**src/rtl/rc4_pkg.sv**
```systemverilog
// ----------------------------------------------------------------------------
// rc4_pkg
// Shared types, control word layout and the microcode program of the RC4 core.
// ----------------------------------------------------------------------------
package rc4_pkg;

  localparam int unsigned ByteW       = 8;
  localparam int unsigned KeyLenW     = 9;
  localparam int unsigned SboxDepth   = 256;
  localparam int unsigned KeyDepth    = 256;
  localparam int unsigned MaxKeyLenDef = 256;
  localparam int unsigned StepW       = 4;

  // request type
  localparam logic ReqKey  = 1'b0;
  localparam logic ReqData = 1'b1;

  // memory operation
  localparam logic [1:0] MemNone = 2'd0;
  localparam logic [1:0] MemRd   = 2'd1;
  localparam logic [1:0] MemWr   = 2'd2;

  // s-box address select
  localparam logic [2:0] AddrN     = 3'd0;
  localparam logic [2:0] AddrI     = 3'd1;
  localparam logic [2:0] AddrJ     = 3'd2;
  localparam logic [2:0] AddrJNext = 3'd3;
  localparam logic [2:0] AddrSum   = 3'd4;

  // s-box write data select
  localparam logic [1:0] WdN     = 2'd0;
  localparam logic [1:0] WdRdata = 2'd1;
  localparam logic [1:0] WdSi    = 2'd2;

  // sequencing conditions
  localparam logic [2:0] CondNext     = 3'd0;
  localparam logic [2:0] CondGoto     = 3'd1;
  localparam logic [2:0] CondDispatch = 3'd2;
  localparam logic [2:0] CondLoopN    = 3'd3;
  localparam logic [2:0] CondKsa      = 3'd4;
  localparam logic [2:0] CondOutFree  = 3'd5;

  // program steps
  localparam logic [StepW-1:0] StepIdle   = 4'd0;
  localparam logic [StepW-1:0] StepInit   = 4'd1;
  localparam logic [StepW-1:0] StepKsaChk = 4'd2;
  localparam logic [StepW-1:0] StepK0     = 4'd3;
  localparam logic [StepW-1:0] StepK1     = 4'd4;
  localparam logic [StepW-1:0] StepK2     = 4'd5;
  localparam logic [StepW-1:0] StepK3     = 4'd6;
  localparam logic [StepW-1:0] StepKEnd   = 4'd7;
  localparam logic [StepW-1:0] StepD0     = 4'd8;
  localparam logic [StepW-1:0] StepD1     = 4'd9;
  localparam logic [StepW-1:0] StepD2     = 4'd10;
  localparam logic [StepW-1:0] StepD3     = 4'd11;
  localparam logic [StepW-1:0] StepD4     = 4'd12;
  localparam logic [StepW-1:0] StepD5     = 4'd13;

  typedef struct packed {
    logic [1:0]       mem_op;
    logic [2:0]       addr_sel;
    logic [1:0]       wdata_sel;
    logic             key_rd;
    logic             use_key;
    logic             ld_si;
    logic             ld_sj;
    logic             ld_j;
    logic             n_inc;
    logic             kidx_inc;
    logic             clr_idx;
    logic             out_ld;
    logic [2:0]       cond;
    logic [StepW-1:0] target;
  } rc4_ctrl_t;

  typedef struct packed {
    logic n_last;
    logic out_free;
  } rc4_stat_t;

  function automatic rc4_ctrl_t ucode_rom(input logic [StepW-1:0] step);
    rc4_ctrl_t w;
    w = '0;
    case (step)
      StepIdle: begin
        w.cond = CondDispatch;
      end
      // identity fill, also the clearing pass after reset
      StepInit: begin
        w.mem_op    = MemWr;
        w.addr_sel  = AddrN;
        w.wdata_sel = WdN;
        w.n_inc     = 1'b1;
        w.cond      = CondLoopN;
        w.target    = StepInit;
      end
      StepKsaChk: begin
        w.cond   = CondKsa;
        w.target = StepIdle;
      end
      StepK0: begin
        w.mem_op   = MemRd;
        w.addr_sel = AddrN;
        w.key_rd   = 1'b1;
        w.cond     = CondNext;
      end
      StepK1: begin
        w.mem_op   = MemRd;
        w.addr_sel = AddrJNext;
        w.use_key  = 1'b1;
        w.ld_si    = 1'b1;
        w.ld_j     = 1'b1;
        w.cond     = CondNext;
      end
      StepK2: begin
        w.mem_op    = MemWr;
        w.addr_sel  = AddrN;
        w.wdata_sel = WdRdata;
        w.cond      = CondNext;
      end
      StepK3: begin
        w.mem_op    = MemWr;
        w.addr_sel  = AddrJ;
        w.wdata_sel = WdSi;
        w.n_inc     = 1'b1;
        w.kidx_inc  = 1'b1;
        w.cond      = CondLoopN;
        w.target    = StepK0;
      end
      StepKEnd: begin
        w.clr_idx = 1'b1;
        w.cond    = CondGoto;
        w.target  = StepIdle;
      end
      StepD0: begin
        w.mem_op   = MemRd;
        w.addr_sel = AddrI;
        w.cond     = CondNext;
      end
      StepD1: begin
        w.mem_op   = MemRd;
        w.addr_sel = AddrJNext;
        w.ld_si    = 1'b1;
        w.ld_j     = 1'b1;
        w.cond     = CondNext;
      end
      StepD2: begin
        w.mem_op    = MemWr;
        w.addr_sel  = AddrI;
        w.wdata_sel = WdRdata;
        w.ld_sj     = 1'b1;
        w.cond      = CondNext;
      end
      StepD3: begin
        w.mem_op    = MemWr;
        w.addr_sel  = AddrJ;
        w.wdata_sel = WdSi;
        w.cond      = CondNext;
      end
      StepD4: begin
        w.mem_op   = MemRd;
        w.addr_sel = AddrSum;
        w.cond     = CondNext;
      end
      StepD5: begin
        w.out_ld = 1'b1;
        w.cond   = CondOutFree;
        w.target = StepIdle;
      end
      default: begin
        w.cond   = CondGoto;
        w.target = StepIdle;
      end
    endcase
    return w;
  endfunction

endpackage

```
**src/rtl/rc4_ucode_seq.sv**
```systemverilog
// ----------------------------------------------------------------------------
// rc4_ucode_seq
// Step counter and program rom; issues one control word per cycle.
// ----------------------------------------------------------------------------
module rc4_ucode_seq
  import rc4_pkg::*;
(
  input  logic      clk_i,
  input  logic      rst_ni,
  input  logic      in_valid_i,
  input  logic      req_type_i,
  input  logic      last_key_i,
  input  rc4_stat_t stat_i,
  output logic      in_stall_o,
  output rc4_ctrl_t ctrl_o
);

  logic [StepW-1:0] step_q, step_d;
  logic             ksa_q, ksa_d;
  logic             accept;

  assign ctrl_o     = ucode_rom(step_q);
  assign in_stall_o = (step_q != StepIdle);
  assign accept     = in_valid_i & ~in_stall_o;

  always_comb begin
    step_d = step_q + 4'd1;
    ksa_d  = ksa_q;
    case (ctrl_o.cond)
      CondNext: begin
        step_d = step_q + 4'd1;
      end
      CondGoto: begin
        step_d = ctrl_o.target;
      end
      CondDispatch: begin
        step_d = StepIdle;
        if (accept) begin
          if (req_type_i == ReqData) begin
            step_d = StepD0;
          end else if (last_key_i) begin
            step_d = StepInit;
            ksa_d  = 1'b1;
          end
        end
      end
      CondLoopN: begin
        step_d = stat_i.n_last ? step_q + 4'd1 : ctrl_o.target;
      end
      // fall through to the schedule only when a key load asked for it
      CondKsa: begin
        step_d = ksa_q ? step_q + 4'd1 : ctrl_o.target;
        ksa_d  = 1'b0;
      end
      CondOutFree: begin
        step_d = stat_i.out_free ? ctrl_o.target : step_q;
      end
      default: begin
        step_d = StepIdle;
      end
    endcase
  end

  always_ff @(posedge clk_i or negedge rst_ni) begin
    if (!rst_ni) begin
      step_q <= StepInit;
      ksa_q  <= 1'b0;
    end else begin
      step_q <= step_d;
      ksa_q  <= ksa_d;
    end
  end

endmodule

```
**config.mk**
```make
export PLATFORM = sky130hd
export DESIGN_NAME = rc4_ucode_seq
export DESIGN_NICKNAME = d
export VERILOG_FILES = /design/src/rtl/rc4_pkg.sv /design/src/rtl/rc4_ucode_seq.sv
export SDC_FILE = /design/constraint.sdc
export NUM_CORES = 1
export LEC_CHECK = 0
export BUFFER_PORTS_ARGS = -buffer_cell sky130_fd_sc_hd__buf_4
export CAP_MARGIN = 0
export CORE_MARGIN = 2
export CORE_UTILIZATION = 40
export CTS_CLUSTER_SIZE = 16
export DETAILED_ROUTE_END_ITERATION = 8
export GPL_TIMING_DRIVEN = 0
export PLACE_DENSITY_LB_ADDON = 0.25
export SLEW_MARGIN = 20
export SYNTH_ARGS = -nofsm -noshare
export SYNTH_HDL_FRONTEND = slang
export SYNTH_SLANG_ARGS = --single-unit
```
**constraint.sdc**
```tcl
create_clock -name clk_i -period 3.1 [get_ports clk_i]
set_input_delay 0.465 -clock clk_i [delete_from_list [all_inputs] [get_ports clk_i]]
set_output_delay 0.465 -clock clk_i [all_outputs]
set_load 0.01 [all_outputs]
```
# After elaboration in Yosys (flattened, before gate mapping)

Index checks and enable logic that the tools add are counted.
Widths: inputs -> output; s select.

Bits in registers: 5
Bits of input ports: 7
Output and inout bits: 24

Add/subtract/negate cells: 1
Eq/ne operators: 22
Multiplexer cells: 23
Bitwise operators: 2
Reduce and logical (&&, ||, !) cells: 11

Operators by type and width:

| operator            | count |
|---|---|
| $pmux 5 s7          | 1 |
| $eq 4x4->1 const B  | 6 |
| $pmux 4 s6          | 1 |
| $mux 4              | 5 |
| $eq 4x3->1 const B  | 4 |
| $pmux 3 s5          | 1 |
| $mux 1              | 12 |
| $reduce_or 2->1     | 5 |
| $eq 4x2->1 const B  | 2 |
| $ne 2x2->1 const B  | 4 |
| $pmux 2 s2          | 2 |
| $reduce_or 8->1     | 1 |
| $eq 3x2->1 const B  | 2 |
| $eq 3x3->1 const B  | 2 |
| $add 4x1->4 const B | 1 |
| $eq 4x1->1 const B  | 1 |
| $logic_not 4->1     | 1 |
| $reduce_and 4->1    | 1 |
| $reduce_bool 4->1   | 1 |
| $eq 3x1->1 const B  | 1 |
| $logic_not 3->1     | 1 |
| $pmux 1 s2          | 1 |
| $reduce_bool 2->1   | 1 |
| $and 1x1->1         | 1 |
| $not 1->1           | 1 |

# Depth between registers and ports, before layout

Word-level depth: 6
Gate-level depth with buffers: 7
Depth with buffers taken out: 6

# Worst setup path before layout

Ideal clock, no wire load.

Path kind: register -> output
From: register step_q[0]
To: output port ctrl_o[4] (netlist bit)
Arrival time: 1594 ps
Path slack: 1041 ps
Stages on the path, launching flop included: 6
Path buffers: 1
Path through: dfstp_2 inv_1 ha_1 or2_1 buf_4 o221ai_1

RTL lines:

| item                   | RTL line            | source |
|---|---|---|
| start, declared        | rc4_ucode_seq.sv:18 | `logic [StepW-1:0] step_q, step_d;` |
| start signal, assigned | rc4_ucode_seq.sv:66 | `step_q <= StepInit;` |
| start signal, assigned | rc4_ucode_seq.sv:69 | `step_q <= step_d;` |
| end, declared          | rc4_ucode_seq.sv:15 | `output rc4_ctrl_t ctrl_o` |

==> flow_summary.json <==
{
  "pwr-share-seq": 0.125,
  "setup_viol": 0,
  "synth_top_cell_area_share": 0.119,
  "drtPass1Iterations": 4,
  "syn_to_final_growth_pct": 32.6,
  "vias_per_cell": 5.23,
  "grt_pass1_vias": 824,
  "cp_max_fo": 8,
  "antenna_found_initial": 0,
  "port_buffers": 28,
  "syn-instance-count": 106,
  "maxCapViolCount": 0,
  "synth_area_um2": 841,
  "clkTransAtPathRegs_ps": 40,
  "use_met2": 0.329,
  "hpwl_um": 1650,
  "post_cts.repair.setup_buffers": 0,
  "cpLargestDelayFamily": "flip-flops",
  "p_sw_frac": 0.470,
  "cp.arrival_ps": 2110,
  "htree_levels": 1,
  "powerDensity_nw_per_um2": 846,
  "row_count": 16,
  "p_comb_frac": 0.798,
  "netSwitchingPower_w": 0.000443,
  "p_leak_nw": 0.592,
  "gr-max-usage-layer": "met2",
  "fin_hold_ws_ps": 18.8,
  "synth_edf_count": 0,
  "fp.dieArea_um2": 2480,
  "synth-seq-cells": 5,
  "fin_crit_ps": 2580,
  "vias": 868,
  "startpoint_type": "register",
  "peakVddDrop_mv": 0.480,
  "clockPowerShare": 0.076,
  "p_int_w": 0.000501,
  "grt_setup_unrepaired": "no",
  "max_stage_delay_ps": 580,
  "end_kind": "primary output",
  "avgSynthCellArea_um2": 7.93,
  "clock_latency_ps": 230,
  "gp_congestion": 0.866,
  "clock.fmax_ghz": 0.388,
  "antenna_left": 0,
  "routed_wirelength_um": 2020,
  "worst-path-buf-inv": 3,
  "cp_data_required_time_ps": 2630,
  "netlist_top_cells_area": "dfrtp_1 12%, ha_1 6.0%, buf_4 5.4%, nand2_1 4.9%, inv_1 4.0%",
  "grt_pass1_wl_um": 3360,
  "globalRouteMet1Util": 0.194,
  "tns_ps": 0,
  "ys_types": 51,
  "yosysSeqAreaShare": 0.150,
  "drc": 0,
  "layout-drive-gt1-share": 0.403,
  "detail_route.wl_per_cell_um": 12.1,
  "period_share": 0.831,
  "die_w_um": 49.8,
  "synth_flop_cell": "dfrtp_1",
  "overflow": 0,
  "synthArstFlopShare": 1.00,
  "crit_slowest_cell": "dfstp_2",
  "cts_resized": 0,
  "chipHeight_um": 49.8,
  "clk_path_buf_depth": 2,
  "pin_count": 31,
  "synth_warnings": 0,
  "drt-initial-drc-count": 18,
  "core_um2": 1980,
  "cts_buffers": 3,
  "start_util": 0.424,
  "yosysTopAreaCell": "dfrtp_1",
  "cts_hold_buffers": 0,
  "path_class": "register to primary output",
  "finClkSkew_ps": 2.89,
  "cts-root-buf": "clkbuf_4",
  "crit_path_frequent_cell": "buf_4",
  "cts_tree": "built",
  "cts.sinks": 5,
  "hold_viol": 0,
  "drv_slew": 0,
  "grt_max_degree": 11,
  "gr-usage-met3": 0.0394,
  "fin_nets": 151,
  "status": "complete, no violations",
  "hp-class": "primary input to asynchronous set/reset pin",
  "path_cells": "inv_1 > ha_1 > or2_1 > buf_4 > o221ai_1 > buf_4",
  "antenna_cells": 0,
  "grt_use_total": 0.174
}
==> logic make-up (layout without fill, tap and decap cells) <==
kind of cell,count (synthesis),after routing,share of synthesized area
flops,5,5,0.150
xor+xnor,1,1,0.0104
buf+inv,21,53,0.156
other cells,1,2,0.00446
mux,3,3,0.0357
simple gates,47,47,0.347
fa+ha+maj,4,4,0.0595
compound gates,24,24,0.237
==> metrics by stage <==
step	setup WS (ps)	cells	cell area [um^2]	total power, W	utilization
3_5_place_dp	768	162	1090	0.000874	0.549
2_1_floorplan	1040	107	845	0.000622	-
3_3_place_gp	766	162	1090	0.000865	0.549
5_1_grt	409	166	1110	0.00103	0.563
6_report	525	166	1110	0.000943	0.563
4_1_cts	506	166	1110	0.000951	0.563
==> cell usage after synthesis, types with 2 or more instances <==
cell type	n
nand4bb_1	2
or2_1	2
a21boi_0	2
o21ai_0	4
a21oi_1	3
nor3_1	2
mux2i_1	3
nor2_1	5
nand2b_1	2
ha_1	4
nor3b_1	2
nand3b_1	2
buf_6	2
and3_1	2
nand3_1	4
and2_1	3
buf_2	2
buf_4	6
inv_1	9
nand2_1	11
dfrtp_1	4
==> worst reg2reg max path, cell delays in order, from the launching register on <==
cell,delay (ps)
dfstp_2,580
inv_1,90
ha_1,300
or2_1,260
buf_4,170
o221ai_1,290
nand3b_2,180
o2111ai_1,200
==> area by class of cell <==
cell class / instances / area (um^2)
Buffer: 12 / 97.6
Clock buffer: 4 / 26.3
Fill cell: 195 / 867
Inverter: 9 / 33.8
Multi-Input combinational cell: 81 / 587
Sequential cell: 5 / 126
Tap cell: 27 / 33.8
Timing Repair Buffer: 28 / 210
==> placed cells by master (no fill, tap or decap), types with 2 or more instances in the layout <==
| master | instances |
|---|---|
| buf_2 | 2 |
| clkbuf_4 | 4 |
| dfrtp_1 | 4 |
| nor3_1 | 2 |
| or2_1 | 2 |
| nand2_1 | 11 |
| and3_1 | 2 |
| nand4bb_1 | 2 |
| a21oi_1 | 3 |
| mux2i_1 | 3 |
| conb_1 | 2 |
| and2_1 | 3 |
| buf_4 | 34 |
| nor2_1 | 5 |
| nand2b_1 | 2 |
| o21ai_0 | 4 |
| a21boi_0 | 2 |
| nand3_1 | 4 |
| nor3b_1 | 2 |
| nand3b_1 | 2 |
| buf_6 | 2 |
| ha_1 | 4 |
| inv_1 | 9 |
==> state kept, by name, indices dropped and copies added (netlist names) <==
name and flops:
step_q 4, ksa_q 1
==> path summary, 6_finish.rpt <==
check                            from   endpoint  slack [ps]  depth (start not counted)
max                         step_q[0]  ctrl_o[4]         520                          6
min                            rst_ni  step_q[3]          20                          1
max reg2reg                 step_q[0]  step_q[1]         950                          7
max in group asynchronous      rst_ni  step_q[0]        2890                          1
min in group clk_i         req_type_i  step_q[3]         520                          3
min reg2reg                 step_q[0]  step_q[0]         600                          2
==> power by group through the flow <==
stage               Combinational [W]  Clock (W)  Sequential, W
floorplan                    0.000510          0       0.000112
global placement             0.000746          0       0.000119
detailed placement           0.000755          0       0.000119
CTS                          0.000758  0.0000745       0.000118
global route                 0.000825  0.0000818       0.000122
finish                       0.000753  0.0000720       0.000118
==> per-layer routing <==
metal / vias up / part of all wire
li1: 430 / -
met1: 401 / 0.43
met2: 37 / 0.51
met3: 0 / 0.063
met4: 0 / 0
met5: - / 0
Power figures use the tool's default switching activity.
