==> src/rtl/rc4_pkg.sv <==
// ----------------------------------------------------------------------------
// rc4_pkg
// Shared types, control word layout and the microcode program of the RC4 core.
// ----------------------------------------------------------------------------
package rc4_pkg;

  localparam int unsigned ByteW       = 8;
  localparam int unsigned KeyLenW     = 9;
  localparam int unsigned SboxDepth   = 256;
  localparam int unsigned KeyDepth    = 256;
  localparam int unsigned MaxKeyLenDef = 256;
  localparam int unsigned StepW       = 4;

  // request type
  localparam logic ReqKey  = 1'b0;
  localparam logic ReqData = 1'b1;

  // memory operation
  localparam logic [1:0] MemNone = 2'd0;
  localparam logic [1:0] MemRd   = 2'd1;
  localparam logic [1:0] MemWr   = 2'd2;

  // s-box address select
  localparam logic [2:0] AddrN     = 3'd0;
  localparam logic [2:0] AddrI     = 3'd1;
  localparam logic [2:0] AddrJ     = 3'd2;
  localparam logic [2:0] AddrJNext = 3'd3;
  localparam logic [2:0] AddrSum   = 3'd4;

  // s-box write data select
  localparam logic [1:0] WdN     = 2'd0;
  localparam logic [1:0] WdRdata = 2'd1;
  localparam logic [1:0] WdSi    = 2'd2;

  // sequencing conditions
  localparam logic [2:0] CondNext     = 3'd0;
  localparam logic [2:0] CondGoto     = 3'd1;
  localparam logic [2:0] CondDispatch = 3'd2;
  localparam logic [2:0] CondLoopN    = 3'd3;
  localparam logic [2:0] CondKsa      = 3'd4;
  localparam logic [2:0] CondOutFree  = 3'd5;

  // program steps
  localparam logic [StepW-1:0] StepIdle   = 4'd0;
  localparam logic [StepW-1:0] StepInit   = 4'd1;
  localparam logic [StepW-1:0] StepKsaChk = 4'd2;
  localparam logic [StepW-1:0] StepK0     = 4'd3;
  localparam logic [StepW-1:0] StepK1     = 4'd4;
  localparam logic [StepW-1:0] StepK2     = 4'd5;
  localparam logic [StepW-1:0] StepK3     = 4'd6;
  localparam logic [StepW-1:0] StepKEnd   = 4'd7;
  localparam logic [StepW-1:0] StepD0     = 4'd8;
  localparam logic [StepW-1:0] StepD1     = 4'd9;
  localparam logic [StepW-1:0] StepD2     = 4'd10;
  localparam logic [StepW-1:0] StepD3     = 4'd11;
  localparam logic [StepW-1:0] StepD4     = 4'd12;
  localparam logic [StepW-1:0] StepD5     = 4'd13;

  typedef struct packed {
    logic [1:0]       mem_op;
    logic [2:0]       addr_sel;
    logic [1:0]       wdata_sel;
    logic             key_rd;
    logic             use_key;
    logic             ld_si;
    logic             ld_sj;
    logic             ld_j;
    logic             n_inc;
    logic             kidx_inc;
    logic             clr_idx;
    logic             out_ld;
    logic [2:0]       cond;
    logic [StepW-1:0] target;
  } rc4_ctrl_t;

  typedef struct packed {
    logic n_last;
    logic out_free;
  } rc4_stat_t;

  function automatic rc4_ctrl_t ucode_rom(input logic [StepW-1:0] step);
    rc4_ctrl_t w;
    w = '0;
    case (step)
      StepIdle: begin
        w.cond = CondDispatch;
      end
      // identity fill, also the clearing pass after reset
      StepInit: begin
        w.mem_op    = MemWr;
        w.addr_sel  = AddrN;
        w.wdata_sel = WdN;
        w.n_inc     = 1'b1;
        w.cond      = CondLoopN;
        w.target    = StepInit;
      end
      StepKsaChk: begin
        w.cond   = CondKsa;
        w.target = StepIdle;
      end
      StepK0: begin
        w.mem_op   = MemRd;
        w.addr_sel = AddrN;
        w.key_rd   = 1'b1;
        w.cond     = CondNext;
      end
      StepK1: begin
        w.mem_op   = MemRd;
        w.addr_sel = AddrJNext;
        w.use_key  = 1'b1;
        w.ld_si    = 1'b1;
        w.ld_j     = 1'b1;
        w.cond     = CondNext;
      end
      StepK2: begin
        w.mem_op    = MemWr;
        w.addr_sel  = AddrN;
        w.wdata_sel = WdRdata;
        w.cond      = CondNext;
      end
      StepK3: begin
        w.mem_op    = MemWr;
        w.addr_sel  = AddrJ;
        w.wdata_sel = WdSi;
        w.n_inc     = 1'b1;
        w.kidx_inc  = 1'b1;
        w.cond      = CondLoopN;
        w.target    = StepK0;
      end
      StepKEnd: begin
        w.clr_idx = 1'b1;
        w.cond    = CondGoto;
        w.target  = StepIdle;
      end
      StepD0: begin
        w.mem_op   = MemRd;
        w.addr_sel = AddrI;
        w.cond     = CondNext;
      end
      StepD1: begin
        w.mem_op   = MemRd;
        w.addr_sel = AddrJNext;
        w.ld_si    = 1'b1;
        w.ld_j     = 1'b1;
        w.cond     = CondNext;
      end
      StepD2: begin
        w.mem_op    = MemWr;
        w.addr_sel  = AddrI;
        w.wdata_sel = WdRdata;
        w.ld_sj     = 1'b1;
        w.cond      = CondNext;
      end
      StepD3: begin
        w.mem_op    = MemWr;
        w.addr_sel  = AddrJ;
        w.wdata_sel = WdSi;
        w.cond      = CondNext;
      end
      StepD4: begin
        w.mem_op   = MemRd;
        w.addr_sel = AddrSum;
        w.cond     = CondNext;
      end
      StepD5: begin
        w.out_ld = 1'b1;
        w.cond   = CondOutFree;
        w.target = StepIdle;
      end
      default: begin
        w.cond   = CondGoto;
        w.target = StepIdle;
      end
    endcase
    return w;
  endfunction

endpackage

==> src/rtl/rc4_datapath.sv <==
// ----------------------------------------------------------------------------
// rc4_datapath
// S-box and key memories, index registers and output register.
// ----------------------------------------------------------------------------
module rc4_datapath
  import rc4_pkg::*;
#(
  parameter int unsigned MaxKeyLen = MaxKeyLenDef
) (
  input  logic             clk_i,
  input  logic             rst_ni,
  input  rc4_ctrl_t        ctrl_i,
  input  logic             in_accept_i,
  input  logic             req_type_i,
  input  logic [ByteW-1:0] byte_in_i,
  input  logic             last_key_i,
  input  logic             start_message_i,
  input  logic             out_stall_i,
  output rc4_stat_t        stat_o,
  output logic             out_valid_o,
  output logic [ByteW-1:0] byte_out_o
);

  logic [ByteW-1:0]   sbox_mem [SboxDepth];
  logic [ByteW-1:0]   key_mem  [KeyDepth];

  logic [ByteW-1:0]   rdata_q, krdata_q;
  logic [ByteW-1:0]   si_q, sj_q, byte_q;
  logic [ByteW-1:0]   i_q, j_q, n_q, kidx_q;
  logic [KeyLenW-1:0] key_len_q;
  logic               out_valid_q;
  logic [ByteW-1:0]   byte_out_q;

  logic [ByteW-1:0]   j_next, addr, wdata;
  logic               key_acc, data_acc, key_we, kidx_wrap, out_free;

  assign key_acc   = in_accept_i & (req_type_i == ReqKey);
  assign data_acc  = in_accept_i & (req_type_i == ReqData);
  assign key_we    = key_acc & (key_len_q < KeyLenW'(MaxKeyLen));
  assign j_next    = j_q + rdata_q + (ctrl_i.use_key ? krdata_q : 8'd0);
  assign kidx_wrap = (({1'b0, kidx_q} + 9'd1) == key_len_q);
  assign out_free  = ~out_valid_q | ~out_stall_i;

  assign stat_o.n_last   = (n_q == 8'hFF);
  assign stat_o.out_free = out_free;

  always_comb begin
    case (ctrl_i.addr_sel)
      AddrN:     addr = n_q;
      AddrI:     addr = i_q;
      AddrJ:     addr = j_q;
      AddrJNext: addr = j_next;
      AddrSum:   addr = si_q + sj_q;
      default:   addr = n_q;
    endcase
  end

  always_comb begin
    case (ctrl_i.wdata_sel)
      WdN:     wdata = n_q;
      WdRdata: wdata = rdata_q;
      WdSi:    wdata = si_q;
      default: wdata = n_q;
    endcase
  end

  always_ff @(posedge clk_i) begin
    if (ctrl_i.mem_op == MemWr) begin
      sbox_mem[addr] <= wdata;
    end
    if (ctrl_i.mem_op == MemRd) begin
      rdata_q <= sbox_mem[addr];
    end
  end

  always_ff @(posedge clk_i) begin
    if (key_we) begin
      key_mem[key_len_q[ByteW-1:0]] <= byte_in_i;
    end
    if (ctrl_i.key_rd) begin
      krdata_q <= key_mem[kidx_q];
    end
  end

  always_ff @(posedge clk_i) begin
    if (ctrl_i.ld_si) begin
      si_q <= rdata_q;
    end
    if (ctrl_i.ld_sj) begin
      sj_q <= rdata_q;
    end
    if (data_acc) begin
      byte_q <= byte_in_i;
    end
    if (ctrl_i.out_ld && out_free) begin
      byte_out_q <= byte_q ^ rdata_q;
    end
  end

  always_ff @(posedge clk_i or negedge rst_ni) begin
    if (!rst_ni) begin
      i_q         <= '0;
      j_q         <= '0;
      n_q         <= '0;
      kidx_q      <= '0;
      key_len_q   <= '0;
      out_valid_q <= 1'b0;
    end else begin
      if (key_we) begin
        key_len_q <= key_len_q + 9'd1;
      end
      // schedule starts from j = 0 and the first key byte
      if (key_acc && last_key_i) begin
        j_q    <= '0;
        kidx_q <= '0;
      end
      if (data_acc) begin
        i_q <= start_message_i ? 8'd1 : i_q + 8'd1;
        j_q <= start_message_i ? 8'd0 : j_q;
      end
      if (ctrl_i.ld_j) begin
        j_q <= j_next;
      end
      if (ctrl_i.n_inc) begin
        n_q <= n_q + 8'd1;
      end
      if (ctrl_i.kidx_inc) begin
        kidx_q <= kidx_wrap ? 8'd0 : kidx_q + 8'd1;
      end
      if (ctrl_i.clr_idx) begin
        i_q       <= '0;
        j_q       <= '0;
        key_len_q <= '0;
      end
      if (ctrl_i.out_ld && out_free) begin
        out_valid_q <= 1'b1;
      end else if (!out_stall_i) begin
        out_valid_q <= 1'b0;
      end
    end
  end

  assign out_valid_o = out_valid_q;
  assign byte_out_o  = byte_out_q;

endmodule

==> config.mk <==
export PLATFORM = sky130hd
export DESIGN_NAME = rc4_datapath
export DESIGN_NICKNAME = d
export VERILOG_FILES = /design/src/rtl/rc4_pkg.sv /design/src/rtl/rc4_datapath.sv
export SDC_FILE = /design/constraint.sdc
export NUM_CORES = 2
export LEC_CHECK = 0
export ABC_CLOCK_PERIOD_IN_PS = 21100
export BUFFER_PORTS_ARGS = -buffer_cell sky130_fd_sc_hd__buf_2
export CORE_MARGIN = 3
export CORE_UTILIZATION = 45
export CTS_CLUSTER_SIZE = 28
export DETAILED_ROUTE_END_ITERATION = 8
export SYNTH_ARGS = -nofsm -noshare
export SYNTH_HDL_FRONTEND = slang
export SYNTH_SLANG_ARGS = --single-unit
==> constraint.sdc <==
create_clock -name clk_i -period 21.1 [get_ports clk_i]
set_input_delay 1.055 -clock clk_i [delete_from_list [all_inputs] [get_ports clk_i]]
set_output_delay 1.055 -clock clk_i [all_outputs]
set_load 0.1 [all_outputs]
Word-level counts from Yosys, hierarchy flattened
Memories as Yosys holds them, arrays and structs flattened. A register that Yosys moved wholly into a read port is not among the register bits. Index checks and enable logic that the tools add are counted.

Add/sub/neg operators: 8. Magnitude comparators: 1. Eq/ne operators: 12. Mux-type cells: 21. Bitwise logic cells: 8. Reduce and logical (&&, ||, !) cells: 7.

Operator list (count): $mux W8 (11); $pmux W8 S4 (1); $add A8 B1 Y8 const B (3); $add A8 B8 Y8 (3); $mux W9 (2); $pmux W8 S2 (1); $add A8 B1 Y9 const B (1); $add A9 B1 Y9 const B (1); $eq A9 B9 Y1 (1); $lt A9 B9 Y1 const B (1); $eq A8 B8 Y1 const B (1); $xor A8 B8 Y8 (1); $eq A3 B2 Y1 const B (2); $mux W1 (6); $reduce_bool A2 Y1 (3); $eq A2 B1 Y1 const B (2); $eq A2 B2 Y1 const B (2); $ne A4 B4 Y1 const B (1); $reduce_bool A4 Y1 (1); $and A1 B1 Y1 (3); $eq A3 B1 Y1 const B (1); $eq A3 B3 Y1 const B (1); $not A1 Y1 (3); $logic_and A1 B1 Y1 (2); 3 further kinds (3).

Bits in registers: 74. RAM bits: 4096. Memories kept: 2.

Memory list: key_mem (depth 256, width 8, rd ports 1, clocked after memory_dff 1, wr ports 1, line rc4_datapath.sv:25) `logic [ByteW-1:0] key_mem [KeyDepth];`; sbox_mem (depth 256, width 8, rd ports 1, clocked after memory_dff 1, wr ports 1, line rc4_datapath.sv:24) `logic [ByteW-1:0] sbox_mem [SboxDepth];`.

Longest topological paths before layout
Word-level depth: 7. Depth in mapped cells: 19.

Worst setup path before layout
No wires, ideal clock.

Kind: input -> register. Start point: input port ctrl_i[16] in the netlist's numbering. End point: memory sbox_mem[0][5], data pin. Setup time: 2.187 ns. Arrival time: 11.581 ns. Required time: 18.913 ns. Setup slack: 7.332 ns. Stages on the path: 4. Cell sequence: inv_1 ha_1 clkbuf_1 o21ai_0.

Cells in the longest elaborated chain, start to end: 2.

RTL lines: from (decl) (line rc4_datapath.sv:12) `input rc4_ctrl_t ctrl_i,`; $eq A2 B2 Y1 or $eq A2 B1 Y1 (tied branches) (line rc4_datapath.sv:59) `case (ctrl_i.wdata_sel)`; $pmux W8 S2 * (line rc4_datapath.sv:59); net wdata[5] (line rc4_datapath.sv:34) `logic [ByteW-1:0] j_next, addr, wdata;`; to (decl) (line rc4_datapath.sv:24).

Mark *: on every way through the listed nets, which the timed path passes. The rest lies on a longest branch.

Worst setup path after layout
Start point: register rdata_q[0] (read register of sbox_mem). End point: register rdata_q[6] (read register of sbox_mem), data pin.

Cells in the longest elaborated chain, start to end: 3.

RTL lines: from (decl) (line rc4_datapath.sv:27) `logic [ByteW-1:0] rdata_q, krdata_q;`; $add A8 B8 Y8 (2 in a row) (line rc4_datapath.sv:40) `assign j_next = j_q + rdata_q + (ctrl_i.use_key ? krdata_q : 8'd0);`; $pmux W8 S4 (line rc4_datapath.sv:48) `case (ctrl_i.addr_sel)`.

No other way between the ends. A chain may end at the register's enable or synchronous reset.

==> impl_summary.txt <==
----------------------------------------------------
[STA]
  Post-route setup TNS ... 0 ns
  Transition at the pin with the smallest max-transition slack ... 1.33 ns
  Worst Hold Margin ... 0.300 ns
  Final Max Tran Viols ... 0
  Max-Slew Margin vs Limit ... 11.6%
  Number of hold-slack violations in the final timing report ... 0
  Unrepaired setup endpoints after global routing ... no
  Max Clock Freq ... 121 MHz
  Final critical-path share of the clock period ... 39.1%
  Clock skew ... 0.0362 ns
  Count of final setup violators ... 0
  Final critical-path required period ... 8.24 ns

[Final layout]
  Area growth, synth to finish ... 11.0%
  Fin nets ... 10,600
  Share of cells above drive strength 1 ... 12.5%
  Layout filler cell count ... 30,400
  Sequential cell area ... 126,000 um2
  Multi-input gate area ... 38,800 um2

[Critical path]
  Critical Path Start ... rdata_q[0]
  Category of the worst setup path capture point ... register
  Destination of the worst register-to-register timing path ... rdata_q[6]
  Setup crit start kind ... register
  Timing endpoint of the critical path ... rdata_q[6]
  Worst Reg2Reg Path Length in Cells ... 17
  Flop-to-flop setup slack ... 12.86 ns
  Data required, critical path ... 21.63 ns
  Worst r2r src ... rdata_q[0]
  Critical-path maximum fanout ... 68
  Data arrival time of the critical path ... 8.78 ns
  Category of the most critical setup path ... register to register

[Synthesis]
  Top flip-flop cell by instance count after synthesis ... edfxtp_1
  XOR/XNOR share of the synthesized area ... 0.246%
  Biggest area contributors in the synthesized netlist ... edfxtp_1 (74%), mux4_2 (4.8%), nand2_1 (4.0%)
  Simple-gate portion of the synthesized area ... 8.17%
  Area leader, netlist ... edfxtp_1
  Compound-Gate Fraction of Synth Area ... 5.63%
  Cell count after synthesis ... 10,600
  Total standard cell area after synthesis ... 167,000 um2
  Yosys reg bits ... 4,186
  Post-synth EDFFs ... 4,144
  Top-area cell type share of the netlist area ... 74.4%
  Multiplexer share of the synthesized area ... 8.68%
  Synthesized net count ... 10,700
  Count of different cell masters after synthesis ... 75
  Synthesized-area fraction occupied by adder cells ... 0.272%
  Largest family of logic cells by synthesized area ... multiplexers
  Mean cell area of the mapped netlist ... 15.8 um2
  Async S/R FF share, synth ... 1.00%
  Yosys warning total ... 0
  Sequential element share of the synthesized area ... 75.0%

[Clock network]
  # clock sinks ... 4,186
  Num CTS Buffers ... 411
  Hold buffers post-CTS ... 0
  Post-CTS Setup Repair Bufs ... 0
  Total of cells resized after clock tree synthesis ... 0
  Buffer type at the clock tree root ... clkbuf_16
  Clock buffer depth ... 4
  Deepest level of the CTS H-tree ... 5
  Clock latency reported for the late side of the worst-skew pair ... 0.92 ns
  Clock-pin transition on the worst setup and hold timing paths ... 0.06 ns
  CTS tree ... built

[Outcome]
  Outcome ... finished, final reports clean

[Pwr]
  Static power due to leakage ... 59.7 nW
  Cell Pwr Density ... 124 nW/um2
  Post-route total power ... 23.1 mW
  Maximum vdd drop ... 104 uV

[Floorplanning]
  Die X ... 616 um
  Height of the chip ... 616 um
  Ports placed on the boundary ... 49
  Initial Utilization ... 45.3%
  Area of the die ... 379,000 um2
  Cell row count ... 223
  Core footprint ... 369,000 um2

[Placement]
  Input/output buffers ... 41
  Half-perimeter wire length after placement ... 252 mm
  Global placer's final weighted congestion ... 0.839

[GRT]
  Pin count of the biggest net entering global routing ... 197
  Fraction of met1 tracks used by global routing ... 30.7%
  Wire length of the first global-routing pass ... 632 mm
  Total track usage ... 22.3%
  Antenna violations before repair ... 16
  Via count of the first global-routing pass ... 91,500
  GR Layer Usage met2 ... 36.9%
  Aggregate global routing overflow ... 0
  Met3 global-route usage ... 2.72%
  Most heavily used metal layer in global routing ... met2

[Routing]
  Number of iterations in the first detailed-routing pass ... 6
  Number of vias after detailed routing ... 93,400
  DRC violations left ... 0
  Final Routed Wirelength ... 433 mm
  Routed vias/inst ... 5.91
  Starting DRC count in detailed routing ... 10,500
  Antenna Nets Post-Route ... 0
  Routed wirelength normalized by instance count ... 27.4 um

[Min path]
  Tightest Hold Check Type ... input pin to async pin

[Run]
  Number of violations of the max-capacitance limit ... 0

----------------------------------------------------
[worst min path at each step]
| stage | from | endpoint | slack [ns] | depth (start not counted) |
|---|---|---|---|---|
| global placement | j_q[4] | j_q[4] | 0.46 | 2 |
| detailed placement | j_q[4] | j_q[4] | 0.47 | 2 |
| floorplan | j_q[4] | j_q[4] | 0.45 | 2 |
| CTS | rst_ni | key_len_q[6] | 0.25 | 2 |
| global route | rst_ni | key_len_q[6] | 0.31 | 2 |
| finish | rst_ni | key_len_q[6] | 0.30 | 2 |
[cell type report]
cell class	count	share of cell area [%]
Sequential cell	4186	67.6
Multi-Input combinational cell	5653	20.9
Clock buffer	496	5.78
Tap cell	4950	3.33
Clock inverter	242	1.36
Timing Repair Buffer	219	0.981
Inverter	50	0.101
Antenna cell	5	0.00674
[metal layers]
layer	routed length, um	part of all wire (%)
met5	40	0.0092
met2	212000	49
met1	176000	41
met4	15600	3.6
met3	29100	6.7
[state kept, by name (all words and copies together), names as in the netlist]
register,flops
key_len_q,9
sj_q,8
kidx_q,8
rdata_q,8
si_q,8
out_valid_o,1
krdata_q,8
byte_out_o,8
i_q,8
sbox_mem,2048
n_q,8
key_mem,2048
j_q,8
byte_q,8
[cell usage after synthesis (26+ instances only)]
cell type  instances
mux4_2           353
inv_1             50
a311o_1           38
nand2_1         1778
a21oi_1          307
buf_1             95
o21ai_0          174
buf_2            234
and3_1           199
edfxtp_1        4144
a31oi_1          129
mux2_2           143
nand4_1           35
nor2_1           577
a211oi_1          67
a32oi_1           47
clkbuf_1         349
dfrtp_1           42
a311oi_1         136
mux2i_1          495
a221oi_1          30
nor4_1            26
nand3_1          517
o221ai_1         128
o211ai_1          48
o22ai_1          135
[cell usage in the layout, fill, tap and decap left out, types with 166 or more instances in the layout]
cell,netlist,layout
a21oi_1,307,305
o21ai_0,174,166
mux2i_1,495,494
and3_1,199,199
nand3_1,517,517
mux4_2,353,353
nor2_1,577,572
edfxtp_1,4144,4144
nand2_1,1778,1755
clkbuf_16,0,417
[power breakdown]
group	switching, mW	internal (mW)
Clock	3.04	4.24
Sequential	0.0997	9.57
Combinational	4.22	1.94
[per-stage QoR]
step	instances	utilization, %	setup slack, ns	area [um2]
floorplan	10600	-	7.33	167000
global placement	15100	46.7	12.34	172000
detailed placement	15100	46.7	12.28	172000
CTS	15800	50.3	12.90	186000
global route	15800	50.3	12.50	186000
finish	15800	50.3	12.86	186000
[worst max-delay path, cell delays in order (launching register included)]
cell      delay (ns)
edfxtp_1        0.55
inv_1           0.11
fa_1            0.56
nand2b_1        0.16
a221oi_4        0.08
buf_4           0.30
o21ai_4         0.22
buf_4           0.69
buf_4           0.53
buf_4           0.63
buf_4           0.78
buf_4           0.77
mux4_2          0.59
a22o_1          0.27
nor2_1          0.31
o22ai_1         0.30
a211oi_1        0.41
nand4_1         0.33
[cell families after synthesis]
| kind of cell | Yosys count |
|---|---|
| AO/OA/AOI/OAI | 1365 |
| XOR/XNOR | 47 |
| adder cells (fa/ha/maj) | 31 |
| buffers and inverters | 763 |
| flip-flops | 4186 |
| multiplexers | 991 |
| AND/OR/NAND/NOR | 3219 |
No activity file was read; power rests on OpenSTA's default activity.
